===== src/sv/sprite_quad_batcher_top_assert.svh =====
// ----------------------------------------------------------------------------
// Sprite quad batcher assertion macros
// Shared property forms for the batcher's concurrent checks.
// ----------------------------------------------------------------------------
`ifndef SPRITE_QUAD_BATCHER_TOP_ASSERT_SVH
`define SPRITE_QUAD_BATCHER_TOP_ASSERT_SVH

// same-cycle implication, disabled during reset
`define SQB_ASSERT_NOW(label, clk, rst, ante, cons, msg) \
   label: assert property (@(posedge clk) disable iff (rst) (ante) |-> (cons)) else $error(msg);

// next-cycle implication, disabled during reset
`define SQB_ASSERT_NEXT(label, clk, rst, ante, cons, msg) \
   label: assert property (@(posedge clk) disable iff (rst) (ante) |=> (cons)) else $error(msg);

`endif


===== src/sv/sqb_pkg.sv =====
// ----------------------------------------------------------------------------
// Sprite quad batcher package
// Item layouts, command/status bundles, mode codes and the sine ROM builder.
// ----------------------------------------------------------------------------
package sqb_pkg;

   // command kinds carried on req_tuser
   localparam logic [1:0] MODE_PLAIN    = 2'd0;
   localparam logic [1:0] MODE_TEXTURED = 2'd1;
   localparam logic [1:0] MODE_FLUSH    = 2'd2;
   localparam logic [1:0] MODE_NONE     = 2'd3;

   localparam int unsigned SINE_TABLE_DEPTH = 1024;
   localparam int unsigned ROM_AW = $clog2(SINE_TABLE_DEPTH + 1);
   localparam logic [63:0] HALF_PI_Q30 = 64'd1686629713;
   localparam logic [15:0] ONE_Q15 = 16'd32768;
   localparam int unsigned REQ_DATA_W = 312;
   localparam int unsigned RSP_DATA_W = 200;

   // Taylor divisors (2n)(2n+1)
   localparam logic [63:0] TAYLOR_DIV [1:8] = '{64'd6, 64'd20, 64'd42, 64'd72,
                                                64'd110, 64'd156, 64'd210, 64'd272};

   typedef logic [15:0] rom_type [0:SINE_TABLE_DEPTH];

   // input item, first field lowest
   typedef struct packed {
      logic [5:0]         pad;
      logic [63:0]        tex_rect;
      logic [31:0]        texture_id;
      logic [31:0]        outline_color;
      logic [15:0]        outline_width;
      logic [31:0]        color;
      logic [11:0]        angle;
      logic [22:0]        height;
      logic [22:0]        width;
      logic signed [23:0] pos_z;
      logic signed [23:0] pos_y;
      logic signed [23:0] pos_x;
   } req_data_type;

   // result item, first field lowest
   typedef struct packed {
      logic               pad;
      logic [10:0]        flushed_quads;
      logic [31:0]        vert_outline_color;
      logic [15:0]        vert_outline_width;
      logic [3:0]         slot_index;
      logic [15:0]        tex_v;
      logic [15:0]        tex_u;
      logic [31:0]        vert_color;
      logic signed [23:0] vert_z;
      logic signed [23:0] vert_y;
      logic signed [23:0] vert_x;
   } rsp_data_type;

   typedef struct packed {
      logic       load_in;
      logic       batch;
      logic       mul;
      logic       emit;
      logic       flush;
      logic [1:0] vidx;
   } cmd_type;

   typedef struct packed {
      logic       out_free;
   } sts_type;

   // one quarter-wave entry, Q1.15
   function automatic logic [15:0] sine_entry(input int unsigned k);
      logic [63:0] th;
      logic [63:0] th2;
      logic [63:0] sum;
      logic [63:0] term;
      th = (HALF_PI_Q30 * 64'(k)) / SINE_TABLE_DEPTH;
      th2 = (th * th) >> 30;
      sum = th;
      term = th;
      for (int n = 1; n <= 8; n++) begin
         term = ((term * th2) >> 30) / TAYLOR_DIV[n];
         if (n % 2 == 1) sum = (sum >= term) ? sum - term : 64'd0;
         else sum = sum + term;
      end
      sum = (sum + 64'd16384) >> 15;
      if (sum > 64'(ONE_Q15)) sum = 64'(ONE_Q15);
      return sum[15:0];
   endfunction

   function automatic rom_type build_sine_rom();
      rom_type r;
      for (int unsigned k = 0; k <= SINE_TABLE_DEPTH; k++) r[k] = sine_entry(k);
      return r;
   endfunction

endpackage


===== src/sv/sqb_ctrl.sv =====
// ----------------------------------------------------------------------------
// Sprite quad batcher controller
// Sequences accept, ROM read, multiply, vertex emits or flush of one command.
// ----------------------------------------------------------------------------
`include "sprite_quad_batcher_top_assert.svh"

module sqb_ctrl (
   input  logic            clock,
   input  logic            reset,
   input  logic            req_tvalid,
   output logic            req_tready,
   input  logic [1:0]      req_tuser,
   input  sqb_pkg::sts_type sts,
   output sqb_pkg::cmd_type cmd
);
   import sqb_pkg::*;

   typedef enum logic [4:0] {
      ST_IDLE  = 5'b00001,
      ST_ROM   = 5'b00010,
      ST_MUL   = 5'b00100,
      ST_EMIT  = 5'b01000,
      ST_FLUSH = 5'b10000
   } state_type;

   state_type  state_ff, state_in;
   logic [1:0] vcnt_ff, vcnt_in;
   logic       accept;

   assign req_tready = (state_ff == ST_IDLE);
   assign accept = req_tvalid && req_tready;

   // next state and commands
   always_comb begin
      state_in = state_ff;
      vcnt_in = vcnt_ff;
      cmd = '0;
      cmd.vidx = vcnt_ff;
      unique case (state_ff)
         ST_IDLE: begin
            if (accept) begin
               cmd.load_in = 1'b1;
               priority if (req_tuser == MODE_NONE) state_in = ST_IDLE;
               else if (req_tuser == MODE_FLUSH) state_in = ST_FLUSH;
               else state_in = ST_ROM;
            end
         end
         ST_ROM: begin
            cmd.batch = 1'b1;
            state_in = ST_MUL;
         end
         ST_MUL: begin
            cmd.mul = 1'b1;
            vcnt_in = 2'd0;
            state_in = ST_EMIT;
         end
         ST_EMIT: begin
            if (sts.out_free) begin
               cmd.emit = 1'b1;
               vcnt_in = vcnt_ff + 2'd1;
               if (vcnt_ff == 2'd3) state_in = ST_IDLE;
            end
         end
         ST_FLUSH: begin
            if (sts.out_free) begin
               cmd.flush = 1'b1;
               state_in = ST_IDLE;
            end
         end
         default: state_in = ST_IDLE;
      endcase
   end

   always_ff @(posedge clock) begin
      if (reset) begin
         state_ff <= ST_IDLE;
         vcnt_ff <= 2'd0;
      end else begin
         state_ff <= state_in;
         vcnt_ff <= vcnt_in;
      end
   end

   `SQB_ASSERT_NEXT(a_fourth_vertex_ends, clock, reset, cmd.emit && vcnt_ff == 2'd3, state_ff == ST_IDLE, "quad did not end after fourth vertex")
   `SQB_ASSERT_NOW(a_emit_needs_room, clock, reset, cmd.emit || cmd.flush, sts.out_free, "result issued into a full output register")
   `SQB_ASSERT_NEXT(a_quad_starts, clock, reset, accept && (req_tuser == MODE_PLAIN || req_tuser == MODE_TEXTURED), state_ff == ST_ROM, "quad command did not start")

endmodule


===== config.mk =====
export PLATFORM = sky130hd
export DESIGN_NAME = sqb_ctrl
export DESIGN_NICKNAME = d
export VERILOG_FILES = /design/src/sv/sqb_pkg.sv /design/src/sv/sqb_ctrl.sv
export VERILOG_INCLUDE_DIRS = /design/src /design/src/sv
export SDC_FILE = /design/constraint.sdc
export NUM_CORES = 1
export LEC_CHECK = 0
export ABC_CLOCK_PERIOD_IN_PS = 1200
export BUFFER_PORTS_ARGS = -buffer_cell sky130_fd_sc_hd__buf_2
export CAP_MARGIN = 20
export CORE_AREA = 4 4 41 43
export DETAILED_ROUTE_END_ITERATION = 10
export DIE_AREA = 0 0 45 47
export PLACE_DENSITY = 0.68
export SYNTH_ARGS = -nofsm -noshare
export SYNTH_HDL_FRONTEND = slang
export SYNTH_SLANG_ARGS = --single-unit

===== constraint.sdc =====
create_clock -name clock -period 1.2 [get_ports clock]
set_input_delay 0.24 -clock clock [delete_from_list [all_inputs] [get_ports clock]]
set_output_delay 0.24 -clock clock [all_outputs]
set_load 0.01 [all_outputs]

# --- Word level (Yosys, flattened, before mapping) ---
# Cells that the tools add are included.
totals:
  n_memories: 0
  ramBits: 0
  latchBits: 0
  regBits: 7
  rom_bits: 0
  inputBits: 6
  out_inout_bits: 8
  word_cells: 35
classes:
  n_lt_le_gt_ge: 0
  mux: 16
  div: 0
  addsub: 1
  bitwise: 0
  shift: 0
  reduce_logical: 4
  eq_ne: 12
  multipliers: 0
op_table:
  columns: ["op", "n"]
  rows:
  - ["two-way mux 5 bit", 6]
  - ["one-hot mux 5 bit (5 select lines)", 1]
  - ["two-way mux 1 bit", 7]
  - ["equality test 2 bit (second input constant)", 3]
  - ["!= test 2 bit (second input constant)", 3]
  - ["equality test 5 x 1 -> 1 bit (second input constant)", 1]
  - ["equality test 5 x 2 -> 1 bit (second input constant)", 1]
  - ["equality test 5 x 3 -> 1 bit (second input constant)", 1]
  - ["equality test 5 x 4 -> 1 bit (second input constant)", 1]
  - ["equality test 5 bit (second input constant)", 1]
  - ["one-hot mux 2 bit (2 select lines)", 1]
  - ["AND reduction 4 bit", 1]
  - ["adder 2 x 1 -> 2 bit (second input constant)", 1]
  - ["two-way mux 2 bit", 1]
  - ["!= test 2 x 1 -> 1 bit (second input constant)", 1]
  - ["AND reduction 2 bit", 1]
  - ["nonzero test 2 bit", 1]
  - ["logical AND 1 bit", 1]

# --- Depth between registers and ports, before layout ---
depth:
  ltp_word: 5
  ltp_mapped: 5
  ltp_nobuf: 5

# --- Least setup slack after synthesis ---
# OpenSTA, ideal clock, no wires.
synth_timing:
  path_type: "register to register"
  start: "register vcnt_ff[0]"
  end: "register state_ff[3]"
  n_path_buf: 0
  arrival_ns: 1.225
  stages_incl_launch_ff: 6
  t_required_ns: 1.097
  slack_ns: -0.128
  setup_time_ns: 0.103
  synth_period_minus_slack_ns: 1.328
  cell_sequence: "dfxtp_1 -> ha_1 -> a21boi_1 -> mux2i_1 -> o31a_1 -> a2111oi_2"
synth_via:
  elab_chain_len: 3
synth_rtl:
  columns: ["item", "line", "rtl"]
  rows:
  - ["start: declaration", "sqb_ctrl.sv:27", "logic [1:0] vcnt_ff, vcnt_in;"]
  - ["start signal: assignment", "sqb_ctrl.sv:80", "vcnt_ff <= vcnt_in;"]
  - ["equality test 2 bit", "sqb_ctrl.sv:61", "if (vcnt_ff == 2'd3) state_in = ST_IDLE;"]
  - ["!= test 2 bit (no line)", null, null]
  - ["AND reduction 4 bit (no line)", null, null]
  - ["end signal: assignment", "sqb_ctrl.sv:79", "state_ff <= state_in;"]
  - ["end: declaration", "sqb_ctrl.sv:26", "state_type state_ff, state_in;"]
# No other way between the ends.
# A chain may end at the register's enable or synchronous reset.

==> flow_summary.ini <==
[timing]
fin_crit_sh = 1.26
final-setup-viol-count = 11
max_slew.worst_pin.slew_ns = 0.296
fin_skew_ns = 0.00252
slew_violations = 0
hold_viol = 0
rsz0062_at_grt = true
max_freq_ghz = 0.662
setup_tns_ns = -2.23
min_period_ns = 1.51
max_slew_margin = 0.802
final.setup.worst_slack_ns = -0.310

[setup_path]
crit_required_ns = 0.96
path_buf_inv = 1
startpoint_type = flip-flop
worstPathArrival_ns = 1.27
path_max_fanout = 3
path_class = flip-flop to output port
critPathTopFamily = simple AND/OR/NAND/NOR gates
cp_cell_sequence = or2_4 > nor2_4 > and3_1 > buf_2
critPathSlowestCell = dfxtp_2
max_stage_delay_ns = 0.33
crit_path_end_kind = output port

[yosys]
ys_types = 31
synthFlopType = dfxtp_1
synthArstFlopShare = 0
syn_inst = 52
synth_top_cell_by_area = dfxtp_1
synth_warnings = 0
syn-num-nets = 59
ys_ff_latch = 7
syn_avg_cell_area_um2 = 8.47
synthDominantCellAreaShare = 0.318
synth_edf_count = 0
syn_area_um2 = 440
synth_area_leaders = dfxtp_1 32%, a2111oi_2 6.8%, nor4_1 4.3%
ys_seq_area_frac = 0.318

[routing]
drcViolationCount = 0
viasPerCell = 5.30
drtAntennaViolNets = 0
wl_per_cell_um = 15.6
drt_wl_total_mm = 1.64
drt_iter0_markers = 4
num_vias = 556
dr.pass1.iters = 2

[flow_run]
drv_cap = 0

[final_layout]
layout_commonest_cell = buf_4
final_area_um2 = 900
layout_common_cells = 15 x buf_4, 13 x buf_2, 7 x buf_6, 4 x nor2_1, 4 x dfxtp_4
nets = 98
stdcell_count = 105
layout-drive-gt1-share = 0.744
antenna_cells = 0
syn2layout_area_growth_pct = 104

[die]
rows = 13
chipHeight_um = 47
die_w_um = 45
start_util = 0.338
io_pins = 14
core_um2 = 1300
die_area_um2 = 2120

[grt]
grt_max_degree = 9
grt-ovfl-total = 0
grt_pass1_vias = 577
grt_pass1_wl_mm = 2.61
grt_antenna_before_repair = 0
grt_use_total = 0.179

[status]
violations = negative setup slack
outcome = finished with violations

[clock_network]
clkLatencyLatePin_ns = 0.26
cts_tree = done
cts_sinks = 7
clk_pin_slew_ns = 0.05
cts_buffers = 3
cts_hold_buf = 0
cts_root_buf = clkbuf_4
clk_path_buf_depth = 2
h-tree-depth = 1

[pwr]
power_per_cell_area_nw_per_um2 = 1630
ir_worst_vdd_mv = 0.829
p_leak_nw = 0.399

[placement]
dp.cells = 92
placed_area_um2 = 629
io_buffers = 13
place_hpwl_um = 962
pre_cts_ws_ns = -0.177
place.gp.congestion = 0.808

[hold_path]
min_path_type = input pin to flip-flop
per-layer routing:
layer / vias up / part of all wire / track usage
li1: 269 / - / -
met1: 262 / 0.38 / 0.167
met2: 17 / 0.51 / 0.316
met3: 8 / 0.057 / 0.0843
met4: 0 / 0.045 / 0.111
met5: - / 0 / 0
registers in the layout (all words and copies together) (netlist names):
| name | flops |
|---|---|
| vcnt_ff | 2 |
| state_ff | 5 |
final cells by class:
| cell class | count | area [um2] |
|---|---|---|
| timing repair buffer | 35 | 256 |
| sequential | 7 | 159 |
| clock buffer | 4 | 26.3 |
| inverter | 4 | 15.0 |
| fill | 94 | 402 |
| multi-input combinational | 40 | 424 |
| tap | 15 | 18.8 |
power by group:
| part | internal, mW | switching (mW) | leakage, nW |
|---|---|---|---|
| logic | 0.485 | 0.401 | 0.323 |
| registers | 0.280 | 0.0809 | 0.0608 |
| clock network | 0.127 | 0.0950 | 0.0150 |
final timing paths:
path	slack [ns]	from	end	cells past startpoint
min reg2reg	0.50	vcnt_ff[1]	vcnt_ff[1]	2
max reg2reg	-0.27	state_ff[1]	state_ff[3]	5
min	0.17	req_tuser[1]	state_ff[1]	2
max	-0.31	state_ff[1]	cmd[6]	4
cell families (layout without fill, tap and decap cells):
family,after synthesis,in the layout,share of synthesized area
AOI/OAI and AO/OA,10,10,0.193
xor gates and xnor gates,1,1,0.0199
adders and majority gates,1,1,0.0284
buffers and inverters,5,43,0.0596
DFF,7,7,0.318
muxes,1,1,0.0227
and+or+nand+nor,27,27,0.358
through the flow:
stage          hold slack, ns  utilization  power, mW
5_1_grt                 0.174        0.691       1.56
3_3_place_gp            0.445        0.484      0.859
3_5_place_dp            0.449        0.484      0.864
6_report                0.169        0.691       1.47
4_1_cts                 0.158        0.614       1.32
2_1_floorplan           0.302            -      0.642
cells in the mapped netlist, types with 2 or more instances:
cell type / instances
and3_1: 2
inv_1: 3
a2111oi_2: 2
nor4_1: 3
a21oi_1: 3
dfxtp_1: 7
nor2_1: 4
nand2_1: 3
nor3_1: 2
nor2_2: 2
repair_timing:
action                                  CTS  global route
setup buffers                             9             2
gates resized for setup                  22            17
endpoints found under the setup margin   12            12
pin swaps                                14             8
(Power assumes the default switching activity.)
